`config.mk`:
```
export PLATFORM = sky130hd
export DESIGN_NAME = circle_fan_vertex_gen_top
export DESIGN_NICKNAME = d
export VERILOG_FILES = /design/src/hw/rtl/cfvg_pkg.sv /design/src/hw/rtl/cfvg_div.sv /design/src/hw/rtl/cfvg_cordic.sv /design/src/hw/rtl/cfvg_scale.sv /design/src/hw/rtl/circle_fan_vertex_gen_top.sv
export SDC_FILE = /design/constraint.sdc
export NUM_CORES = 2
export LEC_CHECK = 0
export BUFFER_PORTS_ARGS = -buffer_cell sky130_fd_sc_hd__buf_2
export CORE_MARGIN = 5
export CORE_UTILIZATION = 25
export CTS_BUF_LIST = sky130_fd_sc_hd__clkbuf_4 sky130_fd_sc_hd__clkbuf_8
export DETAILED_ROUTE_END_ITERATION = 8
export PLACE_DENSITY = 0.51
export SLEW_MARGIN = 40
export SYNTH_ARGS = -nofsm -noshare
export SYNTH_HDL_FRONTEND = slang
export SYNTH_HIERARCHICAL = 1
export SYNTH_SLANG_ARGS = --single-unit
```
`constraint.sdc`:
```
create_clock -name clk -period 10.3 [get_ports clk]
set_clock_uncertainty 0.1 [all_clocks]
set_input_delay 1.03 -clock clk [delete_from_list [all_inputs] [get_ports clk]]
set_output_delay 1.03 -clock clk [all_outputs]
set_load 0.02 [all_outputs]
```
`src/hw/rtl/cfvg_pkg.sv`:
```
// Shared constants, types and the arctangent table of the circle fan vertex generator.
package cfvg_pkg;

	localparam int ANGLE_BITS   = 16;
	localparam int PH_W         = ANGLE_BITS + 1;
	localparam int SEG_W        = 6;
	localparam int MAX_SEGMENTS = 62;
	localparam int RAD_W        = 16;
	localparam int POS_W        = 17;
	localparam int POS_MAX      = 65535;
	localparam int IN_W         = 24;
	localparam int OUT_W        = 40;
	localparam int TURN_W       = 32;
	localparam int CORDIC_STEPS = 24;
	localparam int STEP_W       = $clog2(CORDIC_STEPS);
	localparam int XY_W         = 34;
	localparam int Z_W          = 33;
	localparam int ATAN_W       = 30;
	localparam int V_W          = 32;
	localparam int FRAC_BITS    = 30;
	localparam int CORDIC_GAIN  = 652032874;
	localparam int DIV_STEPS    = PH_W;
	localparam int DIV_CNT_W    = $clog2(DIV_STEPS + 1);

	typedef enum logic [2:0] {
		ST_IDLE,
		ST_DIV,
		ST_OUT,
		ST_STEP,
		ST_CORD,
		ST_SCL_X,
		ST_SCL_Y
	} state_t;

	// atan(2^-k) in units of 2^-32 of a full turn.
	function automatic logic [ATAN_W-1:0] atan_turn(input logic [STEP_W-1:0] k);
		logic [ATAN_W-1:0] a;
		case (k)
			5'd0:    a = 30'd536870912;
			5'd1:    a = 30'd316933406;
			5'd2:    a = 30'd167458907;
			5'd3:    a = 30'd85004756;
			5'd4:    a = 30'd42667331;
			5'd5:    a = 30'd21354465;
			5'd6:    a = 30'd10679838;
			5'd7:    a = 30'd5340245;
			5'd8:    a = 30'd2670163;
			5'd9:    a = 30'd1335087;
			5'd10:   a = 30'd667544;
			5'd11:   a = 30'd333772;
			5'd12:   a = 30'd166886;
			5'd13:   a = 30'd83443;
			5'd14:   a = 30'd41722;
			5'd15:   a = 30'd20861;
			5'd16:   a = 30'd10430;
			5'd17:   a = 30'd5215;
			5'd18:   a = 30'd2608;
			5'd19:   a = 30'd1304;
			5'd20:   a = 30'd652;
			5'd21:   a = 30'd326;
			5'd22:   a = 30'd163;
			5'd23:   a = 30'd81;
			default: a = '0;
		endcase
		return a;
	endfunction

endpackage

```
`src/hw/rtl/cfvg_div.sv`:
```
// Bit-serial restoring divider that splits a full turn by the segment count.
module cfvg_div (
	input  logic                        clk,
	input  logic                        arst_n,
	input  logic                        start,
	input  logic [cfvg_pkg::SEG_W-1:0]  divisor,
	output logic                        done,
	output logic [cfvg_pkg::PH_W-1:0]   quotient,
	output logic [cfvg_pkg::SEG_W-1:0]  remainder
);

	logic [cfvg_pkg::SEG_W-1:0]     div_q;
	logic [cfvg_pkg::SEG_W-1:0]     rem_q;
	logic [cfvg_pkg::PH_W-1:0]      quo_q;
	logic [cfvg_pkg::DIV_CNT_W-1:0] cnt_q;
	logic                           run_q;
	logic                           done_q;
	logic [cfvg_pkg::SEG_W:0]       rem_sh;
	logic [cfvg_pkg::SEG_W:0]       rem_sub;
	logic                           ge;

	assign rem_sh  = {rem_q, quo_q[cfvg_pkg::PH_W-1]};
	assign ge      = rem_sh >= {1'b0, div_q};
	assign rem_sub = rem_sh - {1'b0, div_q};

	always_ff @(posedge clk or negedge arst_n) begin
		if (!arst_n) begin
			run_q  <= 1'b0;
			done_q <= 1'b0;
			cnt_q  <= '0;
		end else begin
			done_q <= 1'b0;
			if (start) begin
				run_q <= 1'b1;
				cnt_q <= '0;
			end else if (run_q) begin
				cnt_q <= cnt_q + 1'b1;
				if (cnt_q == cfvg_pkg::DIV_CNT_W'(cfvg_pkg::DIV_STEPS - 1)) begin
					run_q  <= 1'b0;
					done_q <= 1'b1;
				end
			end
		end
	end

	// The dividend shifts out of the top of quo_q while quotient bits shift in below.
	always_ff @(posedge clk) begin
		if (start) begin
			div_q <= divisor;
			rem_q <= '0;
			quo_q <= cfvg_pkg::PH_W'(1) << cfvg_pkg::ANGLE_BITS;
		end else if (run_q) begin
			rem_q <= ge ? rem_sub[cfvg_pkg::SEG_W-1:0] : rem_sh[cfvg_pkg::SEG_W-1:0];
			quo_q <= {quo_q[cfvg_pkg::PH_W-2:0], ge};
		end
	end

	assign done      = done_q;
	assign quotient  = quo_q;
	assign remainder = rem_q;

endmodule

```
`src/hw/rtl/cfvg_cordic.sv`:
```
// Iterative rotation-mode CORDIC giving cosine and sine of a turn angle in Q2.30.
module cfvg_cordic (
	input  logic                              clk,
	input  logic                              arst_n,
	input  logic                              start,
	input  logic [cfvg_pkg::TURN_W-1:0]       turn,
	output logic                              done,
	output logic signed [cfvg_pkg::V_W-1:0]   cos_v,
	output logic signed [cfvg_pkg::V_W-1:0]   sin_v
);

	logic signed [cfvg_pkg::XY_W-1:0] x_q;
	logic signed [cfvg_pkg::XY_W-1:0] y_q;
	logic signed [cfvg_pkg::Z_W-1:0]  z_q;
	logic [1:0]                       quad_q;
	logic [cfvg_pkg::STEP_W-1:0]      k_q;
	logic                             run_q;
	logic                             done_q;
	logic signed [cfvg_pkg::XY_W-1:0] dx;
	logic signed [cfvg_pkg::XY_W-1:0] dy;
	logic signed [cfvg_pkg::Z_W-1:0]  da;
	logic signed [cfvg_pkg::XY_W-1:0] cx;
	logic signed [cfvg_pkg::XY_W-1:0] cy;

	assign dx = y_q >>> k_q;
	assign dy = x_q >>> k_q;
	assign da = $signed(cfvg_pkg::Z_W'(cfvg_pkg::atan_turn(k_q)));

	always_ff @(posedge clk or negedge arst_n) begin
		if (!arst_n) begin
			run_q  <= 1'b0;
			done_q <= 1'b0;
			k_q    <= '0;
		end else begin
			done_q <= 1'b0;
			if (start) begin
				run_q <= 1'b1;
				k_q   <= '0;
			end else if (run_q) begin
				k_q <= k_q + 1'b1;
				if (k_q == cfvg_pkg::STEP_W'(cfvg_pkg::CORDIC_STEPS - 1)) begin
					run_q  <= 1'b0;
					done_q <= 1'b1;
				end
			end
		end
	end

	// The angle within the quadrant is rotated here; the quadrant itself is applied at the output.
	always_ff @(posedge clk) begin
		if (start) begin
			x_q    <= cfvg_pkg::XY_W'(cfvg_pkg::CORDIC_GAIN);
			y_q    <= '0;
			z_q    <= $signed(cfvg_pkg::Z_W'(turn[cfvg_pkg::TURN_W-3:0]));
			quad_q <= turn[cfvg_pkg::TURN_W-1:cfvg_pkg::TURN_W-2];
		end else if (run_q) begin
			if (!z_q[cfvg_pkg::Z_W-1]) begin
				x_q <= x_q - dx;
				y_q <= y_q + dy;
				z_q <= z_q - da;
			end else begin
				x_q <= x_q + dx;
				y_q <= y_q - dy;
				z_q <= z_q + da;
			end
		end
	end

	always_comb begin
		case (quad_q)
			2'd1: begin
				cx = -y_q;
				cy = x_q;
			end
			2'd2: begin
				cx = -x_q;
				cy = -y_q;
			end
			2'd3: begin
				cx = y_q;
				cy = -x_q;
			end
			default: begin
				cx = x_q;
				cy = y_q;
			end
		endcase
	end

	assign done  = done_q;
	assign cos_v = cx[cfvg_pkg::V_W-1:0];
	assign sin_v = cy[cfvg_pkg::V_W-1:0];

endmodule

```
`src/hw/rtl/cfvg_scale.sv`:
```
// Two-stage radius multiplier with round-half-up and clamping to the coordinate range.
module cfvg_scale (
	input  logic                              clk,
	input  logic                              arst_n,
	input  logic                              start,
	input  logic [cfvg_pkg::RAD_W-1:0]        radius,
	input  logic signed [cfvg_pkg::V_W-1:0]   value,
	output logic                              done,
	output logic signed [cfvg_pkg::POS_W-1:0] result
);

	localparam int PROD_W = cfvg_pkg::RAD_W + 1 + cfvg_pkg::V_W;
	localparam int P_W    = PROD_W - cfvg_pkg::FRAC_BITS;
	localparam logic signed [P_W-1:0] P_HI = P_W'(cfvg_pkg::POS_MAX);
	localparam logic signed [P_W-1:0] P_LO = -P_HI;

	logic signed [cfvg_pkg::RAD_W:0]  rad_s;
	logic signed [PROD_W-1:0]         prod_s1;
	logic                             vld_s1;
	logic signed [cfvg_pkg::POS_W-1:0] res_s2;
	logic                             vld_s2;
	logic signed [PROD_W-1:0]         sum;
	logic signed [P_W-1:0]            p;

	assign rad_s = $signed({1'b0, radius});
	assign sum   = prod_s1 + (PROD_W'(1) <<< (cfvg_pkg::FRAC_BITS - 1));
	assign p     = P_W'(sum >>> cfvg_pkg::FRAC_BITS);

	always_ff @(posedge clk or negedge arst_n) begin
		if (!arst_n) begin
			vld_s1 <= 1'b0;
			vld_s2 <= 1'b0;
		end else begin
			vld_s1 <= start;
			vld_s2 <= vld_s1;
		end
	end

	always_ff @(posedge clk) begin
		if (start) begin
			prod_s1 <= rad_s * value;
		end
		if (vld_s1) begin
			if (p > P_HI) begin
				res_s2 <= cfvg_pkg::POS_W'(P_HI);
			end else if (p < P_LO) begin
				res_s2 <= cfvg_pkg::POS_W'(P_LO);
			end else begin
				res_s2 <= cfvg_pkg::POS_W'(p);
			end
		end
	end

	assign done   = vld_s2;
	assign result = res_s2;

endmodule

```
`src/hw/rtl/circle_fan_vertex_gen_top.sv`:
```
// Circle triangle-fan vertex generator: sequencer around the divider, CORDIC and scaler.
//
// One transfer on the s_axis channel carries a circle request (radius in unsigned Q8.8,
// segment count). A count of zero is taken as one, and counts above 62 as 62. The block
// then sends count+2 vertices on the m_axis channel: the centre, the count rim points in
// counterclockwise order, and a copy of the first rim point with tlast set.
// While a request is in progress s_axis_tready stays low; it rises again the cycle after
// the closing vertex is transferred.
// The segment count is divided into a full turn once per request, in the bit-serial
// divider, before the centre vertex is presented. Each rim vertex then takes the 24
// iterations of the single CORDIC unit plus two passes through the shared two-stage
// radius multiplier.
// Each vertex sits in the output register until it is transferred; a stall on m_axis_tready
// simply holds the sequencer, nothing is lost. After reset the block is idle and ready.
module circle_fan_vertex_gen_top (
	input  logic                            clk,
	input  logic                            arst_n,
	input  logic                            s_axis_tvalid,
	output logic                            s_axis_tready,
	input  logic [cfvg_pkg::IN_W-1:0]       s_axis_tdata,  // radius[15:0], segment_count[21:16]
	output logic                            m_axis_tvalid,
	input  logic                            m_axis_tready,
	output logic [cfvg_pkg::OUT_W-1:0]      m_axis_tdata,  // vertex_index[5:0], pos_x[22:6], pos_y[39:23]
	output logic                            m_axis_tlast
);

	cfvg_pkg::state_t state_q;
	cfvg_pkg::state_t state_nx;

	logic [cfvg_pkg::RAD_W-1:0]        rad_q;
	logic [cfvg_pkg::SEG_W-1:0]        cnt_q;
	logic [cfvg_pkg::SEG_W-1:0]        idx_q;
	logic                              last_q;
	logic [cfvg_pkg::PH_W-1:0]         quo0_q;
	logic [cfvg_pkg::SEG_W-1:0]        rem0_q;
	logic [cfvg_pkg::PH_W-1:0]         ph_q;
	logic [cfvg_pkg::SEG_W-1:0]        r_q;
	logic signed [cfvg_pkg::POS_W-1:0] pos_x_q;
	logic signed [cfvg_pkg::POS_W-1:0] pos_y_q;
	logic signed [cfvg_pkg::POS_W-1:0] fx_q;
	logic signed [cfvg_pkg::POS_W-1:0] fy_q;

	logic [cfvg_pkg::SEG_W-1:0]        seg_in;
	logic [cfvg_pkg::SEG_W-1:0]        cnt_in;
	logic                              s_fire;
	logic                              m_fire;
	logic [cfvg_pkg::SEG_W:0]          r_sum;
	logic                              wrap;
	logic [cfvg_pkg::SEG_W-1:0]        r_nx;
	logic [cfvg_pkg::PH_W-1:0]         ph_nx;
	logic [cfvg_pkg::TURN_W-1:0]       turn;

	logic                              div_done;
	logic [cfvg_pkg::PH_W-1:0]         div_quo;
	logic [cfvg_pkg::SEG_W-1:0]        div_rem;
	logic                              cord_start;
	logic                              cord_done;
	logic signed [cfvg_pkg::V_W-1:0]   cos_v;
	logic signed [cfvg_pkg::V_W-1:0]   sin_v;
	logic                              scl_start;
	logic signed [cfvg_pkg::V_W-1:0]   scl_v;
	logic                              scl_done;
	logic signed [cfvg_pkg::POS_W-1:0] scl_res;

	assign seg_in = s_axis_tdata[cfvg_pkg::RAD_W+cfvg_pkg::SEG_W-1:cfvg_pkg::RAD_W];
	assign cnt_in = (seg_in == '0) ? cfvg_pkg::SEG_W'(1) :
			(seg_in > cfvg_pkg::SEG_W'(cfvg_pkg::MAX_SEGMENTS)) ?
			cfvg_pkg::SEG_W'(cfvg_pkg::MAX_SEGMENTS) : seg_in;

	assign s_fire = s_axis_tvalid && s_axis_tready;
	assign m_fire = m_axis_tvalid && m_axis_tready;

	// The phase round(i*2^ANGLE_BITS/count) advances by the quotient of a full turn per vertex,
	// with the remainder carried in r_q so that the rounding stays exact.
	assign r_sum = {1'b0, r_q} + {1'b0, rem0_q};
	assign wrap  = r_sum >= {1'b0, cnt_q};
	assign r_nx  = wrap ? cfvg_pkg::SEG_W'(r_sum - {1'b0, cnt_q}) : r_sum[cfvg_pkg::SEG_W-1:0];
	assign ph_nx = ph_q + quo0_q + cfvg_pkg::PH_W'(wrap);
	assign turn  = {ph_nx[cfvg_pkg::ANGLE_BITS-1:0],
			(cfvg_pkg::TURN_W - cfvg_pkg::ANGLE_BITS)'(0)};

	cfvg_div u_div (
		.clk       (clk),
		.arst_n    (arst_n),
		.start     (s_fire),
		.divisor   (cnt_in),
		.done      (div_done),
		.quotient  (div_quo),
		.remainder (div_rem)
	);

	cfvg_cordic u_cordic (
		.clk    (clk),
		.arst_n (arst_n),
		.start  (cord_start),
		.turn   (turn),
		.done   (cord_done),
		.cos_v  (cos_v),
		.sin_v  (sin_v)
	);

	cfvg_scale u_scale (
		.clk    (clk),
		.arst_n (arst_n),
		.start  (scl_start),
		.radius (rad_q),
		.value  (scl_v),
		.done   (scl_done),
		.result (scl_res)
	);

	always_comb begin
		state_nx = state_q;
		case (state_q)
			cfvg_pkg::ST_IDLE: begin
				if (s_fire) state_nx = cfvg_pkg::ST_DIV;
			end
			cfvg_pkg::ST_DIV: begin
				if (div_done) state_nx = cfvg_pkg::ST_OUT;
			end
			cfvg_pkg::ST_OUT: begin
				if (m_fire) begin
					if (last_q) begin
						state_nx = cfvg_pkg::ST_IDLE;
					end else if (idx_q == cnt_q) begin
						state_nx = cfvg_pkg::ST_OUT;
					end else begin
						state_nx = cfvg_pkg::ST_STEP;
					end
				end
			end
			cfvg_pkg::ST_STEP: begin
				state_nx = cfvg_pkg::ST_CORD;
			end
			cfvg_pkg::ST_CORD: begin
				if (cord_done) state_nx = cfvg_pkg::ST_SCL_X;
			end
			cfvg_pkg::ST_SCL_X: begin
				if (scl_done) state_nx = cfvg_pkg::ST_SCL_Y;
			end
			cfvg_pkg::ST_SCL_Y: begin
				if (scl_done) state_nx = cfvg_pkg::ST_OUT;
			end
			default: begin
				state_nx = cfvg_pkg::ST_IDLE;
			end
		endcase
	end

	always_comb begin
		s_axis_tready = (state_q == cfvg_pkg::ST_IDLE);
		m_axis_tvalid = (state_q == cfvg_pkg::ST_OUT);
		cord_start    = (state_q == cfvg_pkg::ST_STEP);
		scl_start     = ((state_q == cfvg_pkg::ST_CORD) && cord_done) ||
				((state_q == cfvg_pkg::ST_SCL_X) && scl_done);
		scl_v         = (state_q == cfvg_pkg::ST_CORD) ? cos_v : sin_v;
	end

	always_ff @(posedge clk or negedge arst_n) begin
		if (!arst_n) begin
			state_q <= cfvg_pkg::ST_IDLE;
			cnt_q   <= '0;
			idx_q   <= '0;
			last_q  <= 1'b0;
		end else begin
			state_q <= state_nx;
			if (s_fire) begin
				cnt_q  <= cnt_in;
				idx_q  <= '0;
				last_q <= 1'b0;
			end else if (state_q == cfvg_pkg::ST_STEP) begin
				idx_q <= idx_q + 1'b1;
			end else if (m_fire && !last_q && (idx_q == cnt_q)) begin
				idx_q  <= idx_q + 1'b1;
				last_q <= 1'b1;
			end
		end
	end

	always_ff @(posedge clk) begin
		if (s_fire) begin
			rad_q   <= s_axis_tdata[cfvg_pkg::RAD_W-1:0];
			pos_x_q <= '0;
			pos_y_q <= '0;
		end
		if ((state_q == cfvg_pkg::ST_DIV) && div_done) begin
			quo0_q <= div_quo;
			rem0_q <= div_rem;
			ph_q   <= '0;
			r_q    <= cnt_q >> 1;
		end
		if (state_q == cfvg_pkg::ST_STEP) begin
			ph_q <= ph_nx;
			r_q  <= r_nx;
		end
		if (m_fire && !last_q && (idx_q == cnt_q)) begin
			pos_x_q <= fx_q;
			pos_y_q <= fy_q;
		end
		if ((state_q == cfvg_pkg::ST_SCL_X) && scl_done) begin
			pos_x_q <= scl_res;
		end
		if ((state_q == cfvg_pkg::ST_SCL_Y) && scl_done) begin
			pos_y_q <= scl_res;
			if (idx_q == cfvg_pkg::SEG_W'(1)) begin
				fx_q <= pos_x_q;
				fy_q <= scl_res;
			end
		end
	end

	assign m_axis_tdata = {pos_y_q, pos_x_q, idx_q};
	assign m_axis_tlast = last_q;

`ifndef SYNTH
	a_no_overlap: assert property (@(posedge clk) disable iff (!arst_n)
		!(s_axis_tready && m_axis_tvalid))
		else $error("input accepted while a vertex is pending");

	a_last_index: assert property (@(posedge clk) disable iff (!arst_n)
		m_axis_tvalid && m_axis_tlast |-> idx_q == cfvg_pkg::SEG_W'(cnt_q + 1'b1))
		else $error("closing vertex has the wrong index");

	a_cord_owned: assert property (@(posedge clk) disable iff (!arst_n)
		cord_done |-> state_q == cfvg_pkg::ST_CORD)
		else $error("CORDIC finished outside its sequencer state");

	a_back_idle: assert property (@(posedge clk) disable iff (!arst_n)
		m_fire && m_axis_tlast |=> s_axis_tready)
		else $error("block not idle after the closing vertex");

	a_index_range: assert property (@(posedge clk) disable iff (!arst_n)
		!s_axis_tready |-> idx_q <= cfvg_pkg::SEG_W'(cnt_q + 1'b1))
		else $error("vertex index ran past the fan");
`endif

endmodule

```
==> flow_summary_export.csv <==
group,metric,value,unit
status,outcome,"finished clean",
sta,fin_crit,9.886,ns
placement,dp_hpwl,105400,um
cells_and_area,area_delta_synth_final,9.923,%
grt,grt_max_degree,117,
placement,postPlaceCellArea,0.04940,mm2
logic_synthesis,synthDistinctLibCells,119,
cells_and_area,final_util,27.55,%
logic_synthesis,ys_ff_latch,329,
floorplanning,dieWidth,440.7,um
sta,setup_viol,0,
clocking,root_buffer,"clkbuf_8",
grt,track_usage,14.76,%
clocking,hold_buffers,0,
worst_setup_path,crit_top_cell,"fa_1",
sta,maxSlewHeadroom,39.69,%
logic_synthesis,ys.flop_type,"edfxtp_1",
worst_setup_path,critPathLaunchType,"flop",
sta,finalHoldViolations,0,
worst_setup_path,slowest_stage,"fa_1",
sta,worstMarginPinSlew,0.9034,ns
floorplanning,placementRows,158,
flow_run,maxCapViolCount,0,
cells_and_area,fin_area,0.05098,mm2
logic_synthesis,async_flop_share,9.726,%
floorplanning,dieArea,0.1942,mm2
routing,wl_per_cell,18.91,um
logic_synthesis,synth_edf_count,203,
logic_synthesis,yosys.area.top_type,"fa_1",
clocking,cts_max_level,3,
routing,drtIter0Drc,2751,
worst_setup_path,arrival,10.24,ns
cells_and_area,drive_gt1_share,10.90,%
worst_setup_path,cp_num_buf_inv,5,
worst_setup_path,critPathCaptureType,"flop",
clocking,insertion_delay,0.78,ns
worst_setup_path,max_stage_delay,0.53,ns
clocking,tritoncts,"done",
routing,vias,37110,
grt,overflow,0,
logic_synthesis,synthTopCellsByArea,"fa_1 (21%), edfxtp_1 (13%), ha_1 (7.1%)",
sta,rsz0062_at_grt,"yes",
sta,setup_tns,0,ns
floorplanning,die_h,440.7,um
placement,finalWeightedCongestion,0.9237,
cells_and_area,layout.nets,5883,
clocking,post_cts_buffers,0,
sta,fin_crit_sh,95.98,%
floorplanning,pin_count,71,
logic_synthesis,synth_top_area_share,21.37,%
routing,first_pass_iters,6,
hold_path,hold_path_class,"in -> async",
worst_setup_path,crit_family,"adder cells",
floorplanning,core_area,0.1850,mm2
routing,avgViaCountPerCell,4.862,
sta,holdWs,0.1560,ns
logic_synthesis,ys_warn_count,6,
clocking,cts_buffer_depth,3,
routing,drc,0,
routing,drt-total-wl,144300,um
logic_synthesis,ys_seq_area_share,18.93,%
floorplanning,start_util,25.06,%
logic_synthesis,syn_area,0.04638,mm2
clocking,path_clk_slew,0.06,ns
logic_synthesis,avgSynthCellArea,9.019,um2
worst_setup_path,critPathRequiredTime,10.66,ns
grt,antenna_found_initial,11,
placement,port_buffers,68,
logic_synthesis,synthCells,5142,
routing,ant_nets,0,
clocking,numCtsBuffers,68,
sta,maxSlewViolCount,0,
sta,max_freq,101.2,MHz
grt,grt_pass1_wl,224800,um
worst_setup_path,worstSetupPathType,"reg -> reg",
worst_setup_path,cp_max_fo,16,
grt,grt_pass1_vias,37940,
clocking,clock-sinks,329,
[metal layers]
| metal | part of all wire [%] | global-route usage (%) |
|---|---|---|
| met3 | 6.4 | 2.565 |
| met1 | 43 | 19.43 |
| met4 | 4.3 | 5.752 |
| met2 | 46 | 24.10 |
| met5 | 0.014 | 0 |
[cell families after synthesis]
family,synth area share (%)
xor+xnor,6.251
simple gates,16.27
compound gates,13.32
other cells,0.008086
buf+inv,8.420
mux,8.280
flops,18.93
fa+ha+maj,28.52
[flip-flops by register name, indices dropped and copies added, names as in the netlist, 6 cells and up]
signal,count
fx_q,17
u_div/quotient,17
ph_q,16
pos_y_q,17
fy_q,17
u_div/div_q,6
u_div/remainder,6
rad_q,16
quo0_q,16
u_cordic/y_q,34
r_q,6
pos_x_q,17
u_cordic/x_q,34
idx_q,6
cnt_q,6
rem0_q,6
u_scale/prod_s1,20
u_scale/result,17
u_cordic/z_q,33
[cells in the mapped netlist (31+ instances only)]
cell type / instances
inv_1: 649
nand2_1: 569
fa_1: 495
nor2_1: 309
and2_1: 275
ha_1: 265
a21oi_1: 245
xnor2_1: 212
clkbuf_1: 207
edfxtp_1: 203
o21ai_0: 199
mux2i_1: 132
xor2_1: 119
dfxtp_1: 94
mux2_2: 79
mux4_2: 71
a21o_1: 63
nand3_1: 56
a22o_1: 50
nand2b_1: 48
nor3_1: 48
buf_2: 45
a31oi_1: 41
and3_1: 37
nor2b_1: 37
o21a_1: 35
buf_1: 34
dfrtp_1: 32
nand4_1: 31
[final timing paths]
| kind | from | end | slack [ns] | cells past startpoint |
|---|---|---|---|---|
| hold / removal | arst_n | u_div/cnt_q[3] | 0.16 | 1 |
| setup reg to reg | u_cordic/y_q[0] | u_scale/prod_s1[47] | 0.41 | 34 |
| min in group clk | s_axis_tdata[13] | rad_q[13] | 0.33 | 1 |
| max in group asynchronous | arst_n | u_cordic/run_q | 9.55 | 1 |
| hold reg to reg | pos_x_q[6] | fx_q[6] | 0.35 | 0 |
| setup / recovery | u_cordic/y_q[0] | u_scale/prod_s1[47] | 0.41 | 34 |
[final cells by class]
class                      instances  area [um2]
clock buffer                     103        1292
multi-input combinational       3857       33890
antenna                            8       20.02
clock inverter                    18       161.4
tap                             2480        3103
sequential                       329        8798
fill                           19920      134100
inverter                         652        2451
timing repair buffer             187        1264
[layout by cell type (no fill, tap or decap), drive strengths merged, types with 21 or more instances in the layout]
master	synthesis	final
a31oi	41	41
o21a	35	35
fa	495	495
nand2	571	571
dfrtp	32	32
nand2b	48	48
o21ai	205	205
nand3	60	60
xor2	119	119
a211oi	32	32
mux2	81	81
edfxtp	203	203
and3	39	39
mux2i	132	132
nor2	311	311
a22o	50	50
inv	651	654
a21o	63	63
nor3	51	51
mux4	71	71
buf	111	187
o31ai	21	21
dfxtp	94	94
ha	265	265
nand4	31	31
xnor2	212	212
clkbuf	208	103
a21oi	247	247
nor2b	38	38
and2	278	278
o22ai	22	22
[metrics by stage]
step | cells | setup slack [ns]
floorplan | 5157 | 0.8782
global placement | 7501 | -0.03242
detailed placement | 7504 | -0.1481
CTS | 7625 | 0.006313
global route | 7628 | -0.02994
finish | 7634 | 0.4145
[what timing repair did]
item,in CTS,in global routing
setup endpoints to repair,4,11
resized for setup,1,15
gates cloned,0,0
Power is not shown: default switching activity piles up to over one toggle a cycle in this logic, so the estimate is an artifact.
